## src/fts_pkg.sv

```systemverilog
// Package for the frequency table target select block.
// Holds sizes, codes and the scan beat types shared by the cell row and the top level.
// No dependencies.
package fts_pkg;

  localparam int TABLE_DEPTH = 16;
  localparam int IDX_W       = $clog2(TABLE_DEPTH);
  localparam int CNT_W       = $clog2(TABLE_DEPTH + 1);

  localparam int FREQ_W      = 32;
  localparam int SLOT_W      = 4;
  localparam int CHOSEN_W    = 4;
  localparam int CNT_REG_W   = 5;
  localparam int CFG_IDX_W   = 2;
  localparam int CFG_DATA_W  = 32;

  // Input item function codes.
  localparam logic FUNC_WRITE = 1'b0;
  localparam logic FUNC_QUERY = 1'b1;

  // Relation codes.
  localparam logic REL_AT_OR_ABOVE = 1'b0;
  localparam logic REL_AT_OR_BELOW = 1'b1;

  // Configuration register indexes.
  localparam logic [CFG_IDX_W-1:0] CFG_POLICY_MIN  = 2'd0;
  localparam logic [CFG_IDX_W-1:0] CFG_POLICY_MAX  = 2'd1;
  localparam logic [CFG_IDX_W-1:0] CFG_ENTRY_COUNT = 2'd2;

  // Running search state carried from cell to cell.
  typedef struct packed {
    logic              high_side;
    logic [FREQ_W-1:0] target;
    logic [FREQ_W-1:0] best_f;
    logic [IDX_W-1:0]  best_i;
    logic              best_ok;
    logic [FREQ_W-1:0] alt_f;
    logic [IDX_W-1:0]  alt_i;
    logic              alt_ok;
  } scan_pay_t;

  typedef struct packed {
    logic      vld;
    scan_pay_t pay;
  } scan_tok_t;

  // Selection limits seen by every cell.
  typedef struct packed {
    logic [FREQ_W-1:0] pol_min;
    logic [FREQ_W-1:0] pol_max;
    logic [CNT_W-1:0]  limit;
  } scan_cfg_t;

endpackage

```

## src/fts_cell.sv

```systemverilog
// One table cell: holds a single frequency entry and its valid mark, and
// updates the search beat passing through it. Depends on fts_pkg.
module fts_cell (
  input  logic                      clk,
  input  logic                      rst_n,
  input  logic [fts_pkg::IDX_W-1:0] cell_idx,
  input  logic                      wr_en,
  input  logic [fts_pkg::FREQ_W-1:0] wr_freq,
  input  logic                      wr_ok,
  input  fts_pkg::scan_cfg_t        cfg,
  input  fts_pkg::scan_tok_t        tok_in,
  output fts_pkg::scan_tok_t        tok_out
);

  logic [fts_pkg::FREQ_W-1:0] freq_r;
  logic                       ok_r;
  logic                       vld_r;
  fts_pkg::scan_pay_t         pay_r;
  fts_pkg::scan_pay_t         pay_nxt;
  logic                       usable;
  logic                       on_best_side;

  // The frequency itself has no reset; it is only looked at once the mark is set.
  always_ff @(posedge clk) begin
    if (wr_en) begin
      freq_r <= wr_freq;
    end
  end

  always_ff @(posedge clk) begin
    if (!rst_n) begin
      ok_r <= 1'b0;
    end else if (wr_en) begin
      ok_r <= wr_ok;
    end
  end

  always_comb begin
    usable = ok_r && (fts_pkg::CNT_W'(cell_idx) < cfg.limit) &&
             (freq_r >= cfg.pol_min) && (freq_r <= cfg.pol_max);
    on_best_side = (tok_in.pay.high_side == fts_pkg::REL_AT_OR_BELOW) ?
                   (freq_r <= tok_in.pay.target) : (freq_r >= tok_in.pay.target);
    pay_nxt = tok_in.pay;
    if (usable) begin
      if (on_best_side) begin
        if ((tok_in.pay.high_side == fts_pkg::REL_AT_OR_BELOW) ?
            (freq_r >= tok_in.pay.best_f) : (freq_r <= tok_in.pay.best_f)) begin
          pay_nxt.best_f  = freq_r;
          pay_nxt.best_i  = cell_idx;
          pay_nxt.best_ok = 1'b1;
        end
      end else begin
        if ((tok_in.pay.high_side == fts_pkg::REL_AT_OR_BELOW) ?
            (freq_r <= tok_in.pay.alt_f) : (freq_r >= tok_in.pay.alt_f)) begin
          pay_nxt.alt_f  = freq_r;
          pay_nxt.alt_i  = cell_idx;
          pay_nxt.alt_ok = 1'b1;
        end
      end
    end
  end

  always_ff @(posedge clk) begin
    if (!rst_n) begin
      vld_r <= 1'b0;
    end else begin
      vld_r <= tok_in.vld;
    end
  end

  always_ff @(posedge clk) begin
    pay_r <= pay_nxt;
  end

  assign tok_out.vld = vld_r;
  assign tok_out.pay = pay_r;

endmodule

```

## config.mk

```make
export PLATFORM = sky130hd
export DESIGN_NAME = fts_cell
export DESIGN_NICKNAME = d
export VERILOG_FILES = /design/src/fts_pkg.sv /design/src/fts_cell.sv
export SDC_FILE = /design/constraint.sdc
export NUM_CORES = 1
export LEC_CHECK = 0
export BUFFER_PORTS_ARGS = -buffer_cell sky130_fd_sc_hd__buf_2
export CORE_MARGIN = 2
export CORE_UTILIZATION = 50
export CTS_CLUSTER_DIAMETER = 150
export DETAILED_ROUTE_END_ITERATION = 8
export GPL_ROUTABILITY_DRIVEN = 0
export PLACE_DENSITY = 0.89
export SLEW_MARGIN = 40
export SYNTH_ARGS = -nofsm -noshare
export SYNTH_HDL_FRONTEND = slang
export SYNTH_SLANG_ARGS = --single-unit
```

## constraint.sdc

```tcl
create_clock -name clk -period 4.2 [get_ports clk]
set_input_delay 0.63 -clock clk [delete_from_list [all_inputs] [get_ports clk]]
set_output_delay 0.63 -clock clk [all_outputs]
set_load 0.05 [all_outputs]
```

==> results of run 1 <==
[flip-flops by register name, indices dropped and copies added, names as in the netlist]
name and flops:
vld_r 1, freq_r 32, tok_out 107, ok_r 1
[synthesized netlist by cell type, types with 2 or more instances]
cell type and n:
sky130_fd_sc_hd__o21a_1 3, sky130_fd_sc_hd__a211oi_1 5, sky130_fd_sc_hd__a211o_1 3, sky130_fd_sc_hd__inv_1 163, sky130_fd_sc_hd__o211ai_1 7, sky130_fd_sc_hd__nand4_1 30
sky130_fd_sc_hd__buf_6 3, sky130_fd_sc_hd__and2_1 2, sky130_fd_sc_hd__a21oi_1 57, sky130_fd_sc_hd__nor2b_1 7, sky130_fd_sc_hd__mux2_1 42, sky130_fd_sc_hd__a221o_1 4
sky130_fd_sc_hd__and3_1 2, sky130_fd_sc_hd__nand3_1 13, sky130_fd_sc_hd__buf_4 2, sky130_fd_sc_hd__a31oi_1 2, sky130_fd_sc_hd__and4_1 5, sky130_fd_sc_hd__a221oi_1 4
sky130_fd_sc_hd__nand2_1 26, sky130_fd_sc_hd__o21ai_0 12, sky130_fd_sc_hd__nor4_1 5, sky130_fd_sc_hd__nor2_1 11, sky130_fd_sc_hd__edfxtp_1 32, sky130_fd_sc_hd__a21o_1 24
sky130_fd_sc_hd__nor3_1 3, sky130_fd_sc_hd__or4_1 3, sky130_fd_sc_hd__dfxtp_1 109, sky130_fd_sc_hd__nand2b_1 4, sky130_fd_sc_hd__ha_1 163, sky130_fd_sc_hd__buf_2 3
sky130_fd_sc_hd__mux2_4 29
[routing by layer]
layer | up-vias | track usage (%) | part of all wire [%]
met5 | - | 0 | 0
met4 | 0 | 11.4 | 3.0
met2 | 320 | 52.5 | 52
li1 | 3487 | - | -
met1 | 3309 | 28.5 | 37
met3 | 52 | 7.66 | 7.7
[power by group]
group          internal (mW)  switching [mW]  leakage (nW)
clock                  0.853           0.572         0.278
sequential              1.48          0.0771          1.23
combinational          0.352           0.553          4.46
total                   2.68            1.20          5.97
[stage by stage]
stage / hold slack, ps / utilization [%] / power, mW
floorplan: 473 / - / 2.15
global placement: 493 / 62.3 / 2.44
detailed placement: 511 / 62.3 / 2.48
CTS: 308 / 65.7 / 3.90
global route: 312 / 65.8 / 4.05
finish: 322 / 65.8 / 3.89
[final cells by class]
cell class | count | area [um^2] | area share, %
antenna | 2 | 5.00 | 0.0466
clock buffer | 27 | 524 | 4.88
clock inverter | 5 | 28.8 | 0.268
inverter | 163 | 612 | 5.69
multi-input combinational | 483 | 4480 | 41.7
sequential | 141 | 3140 | 29.2
tap | 220 | 275 | 2.56
timing repair buffer | 330 | 1680 | 15.6
[logic make-up after synthesis]
logic type,Yosys count,synth area share (%)
AOI/OAI and AO/OA,131,10.2
xor gates and xnor gates,1,0.106
adders and majority gates,163,24.7
buffers and inverters,171,8.17
DFF,141,38.0
muxes,73,11.2
and+or+nand+nor,115,7.62
[path summary, 6_finish.rpt]
kind	start	endpoint	slack (ps)
max	freq_r[31]	tok_out[1]	630
min reg2reg	ok_r	ok_r	520
min	tok_in[93]	tok_out[93]	320
max reg2reg	freq_r[31]	tok_out[1]	630
[worst max-delay path, stage by stage (launching register included)]
cell and delay (ps):
sky130_fd_sc_hd__edfxtp_1 560, sky130_fd_sc_hd__ha_1 400, sky130_fd_sc_hd__nand4_1 150, sky130_fd_sc_hd__nor2_1 260, sky130_fd_sc_hd__nand2_1 170, sky130_fd_sc_hd__or4_1 580, sky130_fd_sc_hd__a211oi_1 360, sky130_fd_sc_hd__buf_4 210
sky130_fd_sc_hd__nand4bb_4 110, sky130_fd_sc_hd__buf_4 270, sky130_fd_sc_hd__mux2_1 360
==> summary.md, run 1 <==
| Metric | Value |
|---|---|
| Async set-or-reset flop fraction in the synthesized netlist | `0%` |
| Transition at the pin with the smallest max-transition slack | `861 ps` |
| Number of standard cells in the final layout excluding fillers | `1371` |
| Worst slew margin | `42.1%` |
| Library cell occupying the most area in the post-synthesis netlist | `sky130_fd_sc_hd__dfxtp_1` |
| Number of antenna violations at the first check in global routing | `2` |
| Num CTS Buffers | `17` |
| Row Count | `47` |
| Most frequent cells in the layout | `sky130_fd_sc_hd__buf_2, sky130_fd_sc_hd__inv_1, sky130_fd_sc_hd__ha_1, sky130_fd_sc_hd__dfxtp_1, sky130_fd_sc_hd__a21oi_1` |
| Number of nets in the layout | `1516` |
| Top_reg_cell synth | `sky130_fd_sc_hd__dfxtp_1` |
| Min Clock Period, post-route | `3570 ps` |
| Post-route cell area | `10700 um^2` |
| Count of filler cells inserted in the layout | `1253` |
| Area after DPL | `10200 um^2` |
| DR DRC count | `0` |
| Detailed Route WL | `24700 um` |
| Mapped Nets | `1175` |
| Mean cell area of the mapped netlist | `10.4 um^2` |
| # IOs | `325` |
| Seq/Total Area, Yosys | `38.0%` |
| Class of the tightest hold or removal check | `in2reg` |
| Count of instances resized after the clock tree is built | `0` |
| Iteration count of the initial detailed-routing pass | `5` |
| Combined area of all synthesized cells | `8270 um^2` |
| Final worst-path cycle share | `84.9%` |
| Root buffer selected by CTS | `sky130_fd_sc_hd__clkbuf_16` |
| Fin Clk Skew | `9.34 ps` |
| HPWL after detailed placement | `20100 um` |
| Drt wl/cell | `18.0 um` |
| Number of enable-type register cells in the synthesized netlist | `32` |
| IO Port Bufs | `324` |
| Setup repair after global routing missed its margin | `false` |
| Maximum level of the CTS H-tree | `4` |
| Clock transition at the registers of the reported paths | `60 ps` |
| Top-area cell type share of the netlist area | `26.4%` |
| Total negative setup slack | `0 ps` |
| Maximum number of pins on one net before global-route repair | `34` |
| Overall via count from detail_route | `7168` |
| Floorplan Core Area | `16300 um^2` |
| Maximum count of clock buffers along a single path | `2` |
| Layout cells sized above 1 | `34.1%` |
| Finish-stage setup viols | `0` |
| Critical path launch point type | `register` |
| Leading cell types by total area after synthesis | `sky130_fd_sc_hd__dfxtp_1, sky130_fd_sc_hd__ha_1, sky130_fd_sc_hd__edfxtp_1` |
| Pwr Density | `362 nW/um^2` |
| Starting Density | `50.6%` |
| Highest net fanout along the worst path | `20` |
| Reported leakage power | `5.97 nW` |
| Depth of the worst register-to-register path | `10` |
| Layout-stage area growth over the synthesis result | `29.9%` |
| Synthesis Warnings | `0` |
| TritonCTS Sinks | `141` |
| CTS tree | `done` |
| Crit path required time | `4500 ps` |
| Number of global-route vias before repair | `7477` |
| Classification of the worst setup path | `reg2reg` |
| Global-route wire length before repair | `37100 um` |
| GR Overflow Total | `0` |
| Number of nets with antenna violations after detailed routing | `0` |
| Instance count along the most critical hold path | `1` |
| Final Max Slew Viols | `0` |
| Arrival time of data at the critical path endpoint | `3870 ps` |
| Post-CTS setup repair buffer count | `0` |
| Post-placement setup slack | `517 ps` |
| Average vias per placed instance | `5.23` |
| Number of standard cells after synthesis | `795` |
| Max IR drop VDD | `0.274 mV` |
| Worst setup EP type | `register` |
| Number of DRC markers after the initial detailed-route iteration | `345` |
| Final Hold Violating Endpoints | `0` |
| Status | `finished, final reports clean` |
| Count of maximum capacitance violations | `0` |
| Number of unique standard cell types used by synthesis | `48` |
| Number of flip-flops and latches in the synthesized netlist | `141` |
| Fin worst setup slack | `633 ps` |
| Hold buffer count at CTS | `0` |
| Upper clock frequency limit | `280 MHz` |
| Most frequent standard cell in the layout excluding fill and tap cells | `sky130_fd_sc_hd__buf_2` |
| Die ar. | `17600 um^2` |
| Aggregate global-route resource usage | `27.7%` |
| Die W | `133 um` |
| Cell total after placement | `1337` |
| Clock Latency Late Sink | `420 ps` |
| Die Y | `133 um` |
Power figures use the tool's default switching activity.
==> inputs of run 2 (changes only) <==
==> constraint.sdc (replaced) <==
create_clock -name clk -period 3.3 [get_ports clk]
set_input_delay 0.495 -clock clk [delete_from_list [all_inputs] [get_ports clk]]
set_output_delay 0.495 -clock clk [all_outputs]
set_load 0.05 [all_outputs]
==> run 2 against run 1 <==
Compared with the run above:
- count of clock-buffer cells in the layout down 4
- sequential cell count unchanged
- maximum frequency up 7.2%
- clock power up 27%
- die area unchanged
- register-to-register slack worse by 660 ps
- sequential power up 25%
- final cell count up 4.8%
- non-clock buffer count up 65
- design area up 8.0%
- clock skew down 1.8 ps
- the flow now finishes with violations (negative setup slack)
==> summary.md, run 2 (synthesized netlist as in run 1, its figures left out) <==
| Metric | Value |
|---|---|
| IO Port Bufs | `324 (unchanged)` |
| Overall via count from detail_route | `7647 (+6.7%)` |
| Fin Clk Skew | `7.49 ps (-1.85 ps)` |
| Final total power | `5.13 mW (+32%)` |
| Die W | `133 um (unchanged)` |
| Class of the tightest hold or removal check | `in2reg` |
| Number of DRC markers after the initial detailed-route iteration | `395 (+14%)` |
| Iteration count of the initial detailed-routing pass | `7 (+2)` |
| Floorplan Core Area | `16300 um^2 (unchanged)` |
| Aggregate global-route resource usage | `28.9% (+1.2 points)` |
| Total negative setup slack | `-194 ps (-194 ps)` |
| Fin worst setup slack | `-28.5 ps (-661 ps)` |
| Pwr Density | `442 nW/um^2 (+22%)` |
| Number of antenna violations at the first check in global routing | `3 (+1)` |
| Hold Path Origin | `tok_in[79]` |
| Final worst-path cycle share | `101% (+16 points)` |
| Cell total after placement | `1375 (+2.8%)` |
| Row Count | `47 (unchanged)` |
| Detailed Route WL | `27600 um (+11%)` |
| Number of nets in the layout | `1581 (+4.3%)` |
| Min Clock Period, post-route | `3330 ps (-239 ps)` |
| Violations in the final reports | `negative setup slack` |
| Crit path required time | `3600 ps (-900 ps)` |
| Highest net fanout along the worst path | `8 (-60%)` |
| Critical path launch point type | `register` |
| Clock transition at the registers of the reported paths | `60 ps (about the same)` |
| Most frequent cells in the layout | `sky130_fd_sc_hd__buf_2, sky130_fd_sc_hd__inv_1, sky130_fd_sc_hd__ha_1, sky130_fd_sc_hd__dfxtp_1, sky130_fd_sc_hd__buf_4` |
| Most frequent standard cell in the layout excluding fill and tap cells | `sky130_fd_sc_hd__buf_2` |
| Maximum level of the CTS H-tree | `4 (unchanged)` |
| Starting Density | `50.6% (unchanged)` |
| # IOs | `325 (unchanged)` |
| Setup repair after global routing missed its margin | `true` |
| Worst reg2reg path endpoint | `tok_out[61]` |
| Flip-flop count of the largest register after layout | `107 (unchanged)` |
| Hold Path End | `tok_out[79]` |
| CTS tree | `done` |
| GR Overflow Total | `0 (unchanged)` |
| Instance count along the most critical hold path | `1 (unchanged)` |
| Worst setup EP type | `register` |
| Num CTS Buffers | `17 (unchanged)` |
| Transition at the pin with the smallest max-transition slack | `497 ps (-364 ps)` |
| Number of standard cells in the final layout excluding fillers | `1437 (+4.8%)` |
| Count of maximum capacitance violations | `0 (unchanged)` |
| Worst hold slack across all endpoints | `191 ps (-131 ps)` |
| Hold buffer count at CTS | `0 (unchanged)` |
| Maximum number of pins on one net before global-route repair | `34 (unchanged)` |
| Final Max Slew Viols | `0 (unchanged)` |
| Root buffer selected by CTS | `sky130_fd_sc_hd__clkbuf_16` |
| DR DRC count | `0 (unchanged)` |
| Drt wl/cell | `19.2 um (+6.3%)` |
| Max IR drop VDD | `0.326 mV (+19%)` |
| Clock Latency Late Sink | `420 ps (about the same)` |
| Number of global-route vias before repair | `7928 (+6.0%)` |
| Die Y | `133 um (unchanged)` |
| Setup slack of the most critical reg-to-reg path | `-30 ps (-660 ps)` |
| Number of nets with antenna violations after detailed routing | `0 (unchanged)` |
| Layout cells sized above 1 | `41.2% (+7.1 points)` |
| Arrival time of data at the critical path endpoint | `3630 ps (-240 ps)` |
| Final Hold Violating Endpoints | `0 (unchanged)` |
| Upper clock frequency limit | `300 MHz (+7.2%)` |
| TritonCTS Sinks | `141 (unchanged)` |
| Maximum count of clock buffers along a single path | `2 (unchanged)` |
| Worst slew margin | `66.5% (+24 points)` |
| Reported leakage power | `6.46 nW (+8.1%)` |
| Die ar. | `17600 um^2 (unchanged)` |
| Startpoint of the worst register-to-register path | `freq_r[21]` |
| Average vias per placed instance | `5.32 (+1.8%)` |
| Depth of the worst register-to-register path | `13 (+3)` |
| Finish-stage setup viols | `17 (+17)` |
| HPWL after detailed placement | `21000 um (+4.5%)` |
| Layout-stage area growth over the synthesis result | `40.3%` |
| Status | `finished, violations left` |
| Classification of the worst setup path | `reg2reg` |
| Count of filler cells inserted in the layout | `1149 (-8.3%)` |
| Global-route wire length before repair | `39100 um (+5.3%)` |
==> run 2: cell types whose count changed in the layout (fill, tap and decap cells not counted), moves of 4 or more <==
| cell | previous run | this run |
|---|---|---|
| sky130_fd_sc_hd__mux2_1 | 42 | 25 |
| sky130_fd_sc_hd__mux2_4 | 29 | 46 |
| sky130_fd_sc_hd__ha_4 | 0 | 7 |
| sky130_fd_sc_hd__ha_1 | 163 | 156 |
| sky130_fd_sc_hd__buf_4 | 6 | 61 |
| sky130_fd_sc_hd__buf_6 | 0 | 4 |
==> run 2: power breakdown <==
| part | internal (mW) | switching (mW) | leakage [nW] |
|---|---|---|---|
| clock network | 1.06 | 0.749 | 0.279 |
| logic | 0.558 | 0.825 | 4.95 |
| registers | 1.88 | 0.0529 | 1.23 |
| total | 3.50 | 1.63 | 6.46 |
==> run 2: cell type report <==
class	instances	area (um^2)	share of cell area, %
multi-input cells	483	4750	40.9
flip-flops and latches	141	3140	27.1
repair buffers	395	2260	19.5
inverters	163	612	5.27
clock buffers	23	499	4.30
well taps	220	275	2.37
clock inverters	9	57.6	0.496
diodes	3	7.51	0.0647
==> run 2: metal layers <==
layer / vias to the layer above / global-route usage (%) / share of wire, %
li1: 3618 / - / -
met1: 3586 / 30.8 / 38
met5: - / 0 / 0.040
met2: 367 / 54.2 / 52
met4: 2 / 13.4 / 3.6
met3: 74 / 6.25 / 6.2
==> run 2: stage by stage <==
| stage | util [%] | setup WS (ps) | area [um^2] |
|---|---|---|---|
| 2_1_floorplan | - | 214 | 8270 |
| 3_3_place_gp | 64.1 | -282 | 10500 |
| 3_5_place_dp | 64.1 | -315 | 10500 |
| 4_1_cts | 68.4 | -7.39 | 11200 |
| 5_1_grt | 71.0 | -128 | 11600 |
| 6_report | 71.0 | -28.5 | 11600 |
==> run 2: how the worst max path moves through the flow <==
stage	from	endpoint	slack, ps	depth (start not counted)
floorplan	tok_in[95]	tok_out[10]	210	12
global placement	tok_in[89]	tok_out[26]	-280	12
detailed placement	tok_in[95]	tok_out[14]	-310	13
CTS	freq_r[22]	tok_out[1]	-7	12
global route	freq_r[21]	tok_out[58]	-130	13
finish	freq_r[21]	tok_out[61]	-30	13
==> run 2: worst max-delay path, stage by stage, from the launching register on <==
cell	delay, ps
sky130_fd_sc_hd__edfxtp_1	490
sky130_fd_sc_hd__buf_4	220
sky130_fd_sc_hd__ha_1	290
sky130_fd_sc_hd__a21oi_1	180
sky130_fd_sc_hd__o21ai_0	130
sky130_fd_sc_hd__a221oi_1	510
sky130_fd_sc_hd__o211ai_1	190
sky130_fd_sc_hd__a31oi_4	190
sky130_fd_sc_hd__a211oi_2	60
sky130_fd_sc_hd__buf_4	170
sky130_fd_sc_hd__o211ai_4	80
sky130_fd_sc_hd__buf_12	150
sky130_fd_sc_hd__buf_4	180
sky130_fd_sc_hd__mux2_1	350
==> run 2: timing repair <==
| item | 4_1_cts | 5_1_grt |
|---|---|---|
| setup endpoints to repair | 72 | 72 |
| pin swaps | 3 | 7 |
| gates cloned | 0 | 2 |
| gates resized for setup | 6 | 46 |
| buffers inserted | 13 | 12 |
==> inputs of run 3 (changes only) <==
==> constraint.sdc (replaced) <==
create_clock -name clk -period 3.15 [get_ports clk]
set_input_delay 0.4725 -clock clk [delete_from_list [all_inputs] [get_ports clk]]
set_output_delay 0.4725 -clock clk [all_outputs]
set_load 0.05 [all_outputs]
==> run 3 against run 2 <==
Compared with the run above:
- the run still ends with negative setup slack left
- setup slack worse by 110 ps
- sequential power rose by 5%
- highest routed layer unchanged
- maximum frequency up 1.2%
- critical endpoint is now tok_out[42]
- global-route usage rose by 2.2 points
- wire length up 2.9%
- critical path type unchanged
- sequential share of layout area decreased by 0.89 points
- design area grew 3.4%
- register-to-register slack worse by 110 ps
==> summary.md, run 3 (synthesized netlist as in run 1, its figures left out) <==
| Metric | Value |
|---|---|
| Overall via count from detail_route | `7820 (+2.3%)` |
| Number of nets in the layout | `1607 (+1.6%)` |
| Die Y | `133 um (unchanged)` |
| Final Max Slew Viols | `0 (unchanged)` |
| Reported leakage power | `6.75 nW (+4.6%)` |
| Finish-stage setup viols | `72 (+55)` |
| Class of the tightest hold or removal check | `in2reg` |
| Number of nets with antenna violations after detailed routing | `0 (unchanged)` |
| Critical path launch point type | `register` |
| Detailed Route WL | `28400 um (+2.9%)` |
| Number of DRC markers after the initial detailed-route iteration | `324 (-18%)` |
| Iteration count of the initial detailed-routing pass | `5 (-2)` |
| Average vias per placed instance | `5.35 (+0.51%)` |
| Max IR drop VDD | `0.405 mV (+24%)` |
| Maximum count of clock buffers along a single path | `2 (unchanged)` |
| Arrival time of data at the critical path endpoint | `3610 ps (-20 ps)` |
| Post-placement setup slack | `-453 ps (-138 ps)` |
| Global-route wire length before repair | `41900 um (+7.1%)` |
| HPWL after detailed placement | `21000 um (about the same)` |
| Fin worst setup slack | `-140 ps (-111 ps)` |
| Status | `finished, violations left` |
| Clock Latency Late Sink | `430 ps (about the same)` |
| Upper clock frequency limit | `304 MHz (+1.2%)` |
| Min Clock Period, post-route | `3290 ps (-39.0 ps)` |
| Num CTS Buffers | `17 (unchanged)` |
| Most frequent cells in the layout | `sky130_fd_sc_hd__buf_2, sky130_fd_sc_hd__inv_1, sky130_fd_sc_hd__ha_1, sky130_fd_sc_hd__dfxtp_1, sky130_fd_sc_hd__buf_4` |
| Hold buffer count at CTS | `0 (unchanged)` |
| TritonCTS Sinks | `141 (unchanged)` |
| GR Overflow Total | `0 (unchanged)` |
| Flip-flop count of the largest register after layout | `107 (unchanged)` |
| Die ar. | `17600 um^2 (unchanged)` |
| CTS tree | `done` |
| Layout cells sized above 1 | `43.1% (+1.9 points)` |
| Pwr Density | `476 nW/um^2 (+7.6%)` |
| Maximum number of pins on one net before global-route repair | `34 (unchanged)` |
| Row Count | `47 (unchanged)` |
| Setup repair after global routing missed its margin | `true` |
| Starting Density | `50.6% (unchanged)` |
| Clock transition at the registers of the reported paths | `60 ps (about the same)` |
| Count of maximum capacitance violations | `0 (unchanged)` |
| DR DRC count | `0 (unchanged)` |
| # IOs | `325 (unchanged)` |
| Maximum level of the CTS H-tree | `4 (unchanged)` |
| Root buffer selected by CTS | `sky130_fd_sc_hd__clkbuf_16` |
| Number of global-route vias before repair | `8173 (+3.1%)` |
| Aggregate global-route resource usage | `31.1% (+2.2 points)` |
| Worst hold slack across all endpoints | `158 ps (-32.5 ps)` |
| Final Hold Violating Endpoints | `0 (unchanged)` |
| Worst setup EP type | `register` |
| Crit path required time | `3470 ps (-130 ps)` |
| Die W | `133 um (unchanged)` |
| Highest net fanout along the worst path | `6 (-2)` |
| Number of antenna violations at the first check in global routing | `3 (unchanged)` |
| Violations in the final reports | `negative setup slack` |
| Fin Clk Skew | `8.82 ps (+1.33 ps)` |
| IO Port Bufs | `324 (unchanged)` |
| Layout-stage area growth over the synthesis result | `45.0%` |
| Worst slew margin | `62.8% (-3.7 points)` |
| Floorplan Core Area | `16300 um^2 (unchanged)` |
| Most frequent standard cell in the layout excluding fill and tap cells | `sky130_fd_sc_hd__buf_2` |
| Transition at the pin with the smallest max-transition slack | `552 ps (+54.9 ps)` |
| Classification of the worst setup path | `reg2reg` |
| Drt wl/cell | `19.4 um (+1.1%)` |
| Final worst-path cycle share | `104% (+3.6 points)` |
[run 3: changes by cell type in the layout (fill, tap and decap cells not counted), sizes merged]
cell	before	now
buf	393	419
bufinv	0	1
clkbuf	25	27
clkinv	6	1
clkinvlp	1	0
diode	3	2
inv	165	168
[run 3: layout make-up]
cell class / count / area, um^2
multi-input combinational: 483 / 4720
fill: 1086 / 4350
sequential: 141 / 3140
timing repair buffer: 421 / 2590
inverter: 163 / 612
clock buffer: 25 / 572
tap: 220 / 275
clock inverter: 7 / 80.1
antenna: 2 / 5.00
[run 3: critical path, cell delays in order, from the launching register on]
cell and delay, ps:
sky130_fd_sc_hd__edfxtp_1 420, sky130_fd_sc_hd__ha_1 330, sky130_fd_sc_hd__a21o_1 190, sky130_fd_sc_hd__a21o_1 170, sky130_fd_sc_hd__a221o_1 390, sky130_fd_sc_hd__a2111oi_4 320, sky130_fd_sc_hd__buf_4 170, sky130_fd_sc_hd__a21oi_2 40
sky130_fd_sc_hd__a211o_1 240, sky130_fd_sc_hd__buf_4 150, sky130_fd_sc_hd__o211ai_4 100, sky130_fd_sc_hd__buf_12 170, sky130_fd_sc_hd__clkbuf_16 170, sky130_fd_sc_hd__mux2_2 330
[run 3: final timing paths]
check / endpoint / slack, ps / cells past startpoint / startpoint
worst min register to register: ok_r / 520 / 2 / ok_r
worst max-delay path: tok_out[42] / -140 / 13 / freq_r[21]
worst max register to register: tok_out[42] / -140 / 13 / freq_r[21]
worst min-delay path: tok_out[87] / 160 / 1 / tok_in[87]
[run 3: timing repair]
| action | 4_1_cts | 5_1_grt |
|---|---|---|
| setup buffers | 22 | 1 |
| resized for setup | 57 | 16 |
| gates cloned | 5 | 2 |
| endpoints found under the hold margin | 0 | 0 |
| setup endpoints to repair | 74 | 74 |
| pin swaps | 12 | 4 |
[run 3: power by group]
part / total (mW) / internal, mW / leakage (nW) / switching, mW
sequential: 2.02 / 1.97 / 1.23 / 0.0496
combinational: 1.49 / 0.614 / 5.20 / 0.875
clock: 2.20 / 1.36 / 0.322 / 0.840
[run 3: metal layers]
metal / GRT usage (%) / up-vias / wire length [um]
li1: - / 3676 / -
met1: 33.2 / 3671 / 10700
met2: 57.8 / 389 / 14600
met3: 6.32 / 82 / 1830
met4: 16.1 / 2 / 1160
met5: 0 / - / 7
[run 3: stage by stage]
stage | TNS [ps] | power, mW | std cells | area [um^2] | utilization [%]
after floorplan | 0 | 2.87 | 795 | 8270 | -
after global placement | -22360 | 3.35 | 1399 | 10700 | 65.2
after detailed placement | -28410 | 3.41 | 1399 | 10700 | 65.2
after CTS | -6660 | 5.67 | 1458 | 11900 | 72.7
after global routing | -14050 | 5.91 | 1462 | 12000 | 73.4
final | -7430 | 5.71 | 1462 | 12000 | 73.4
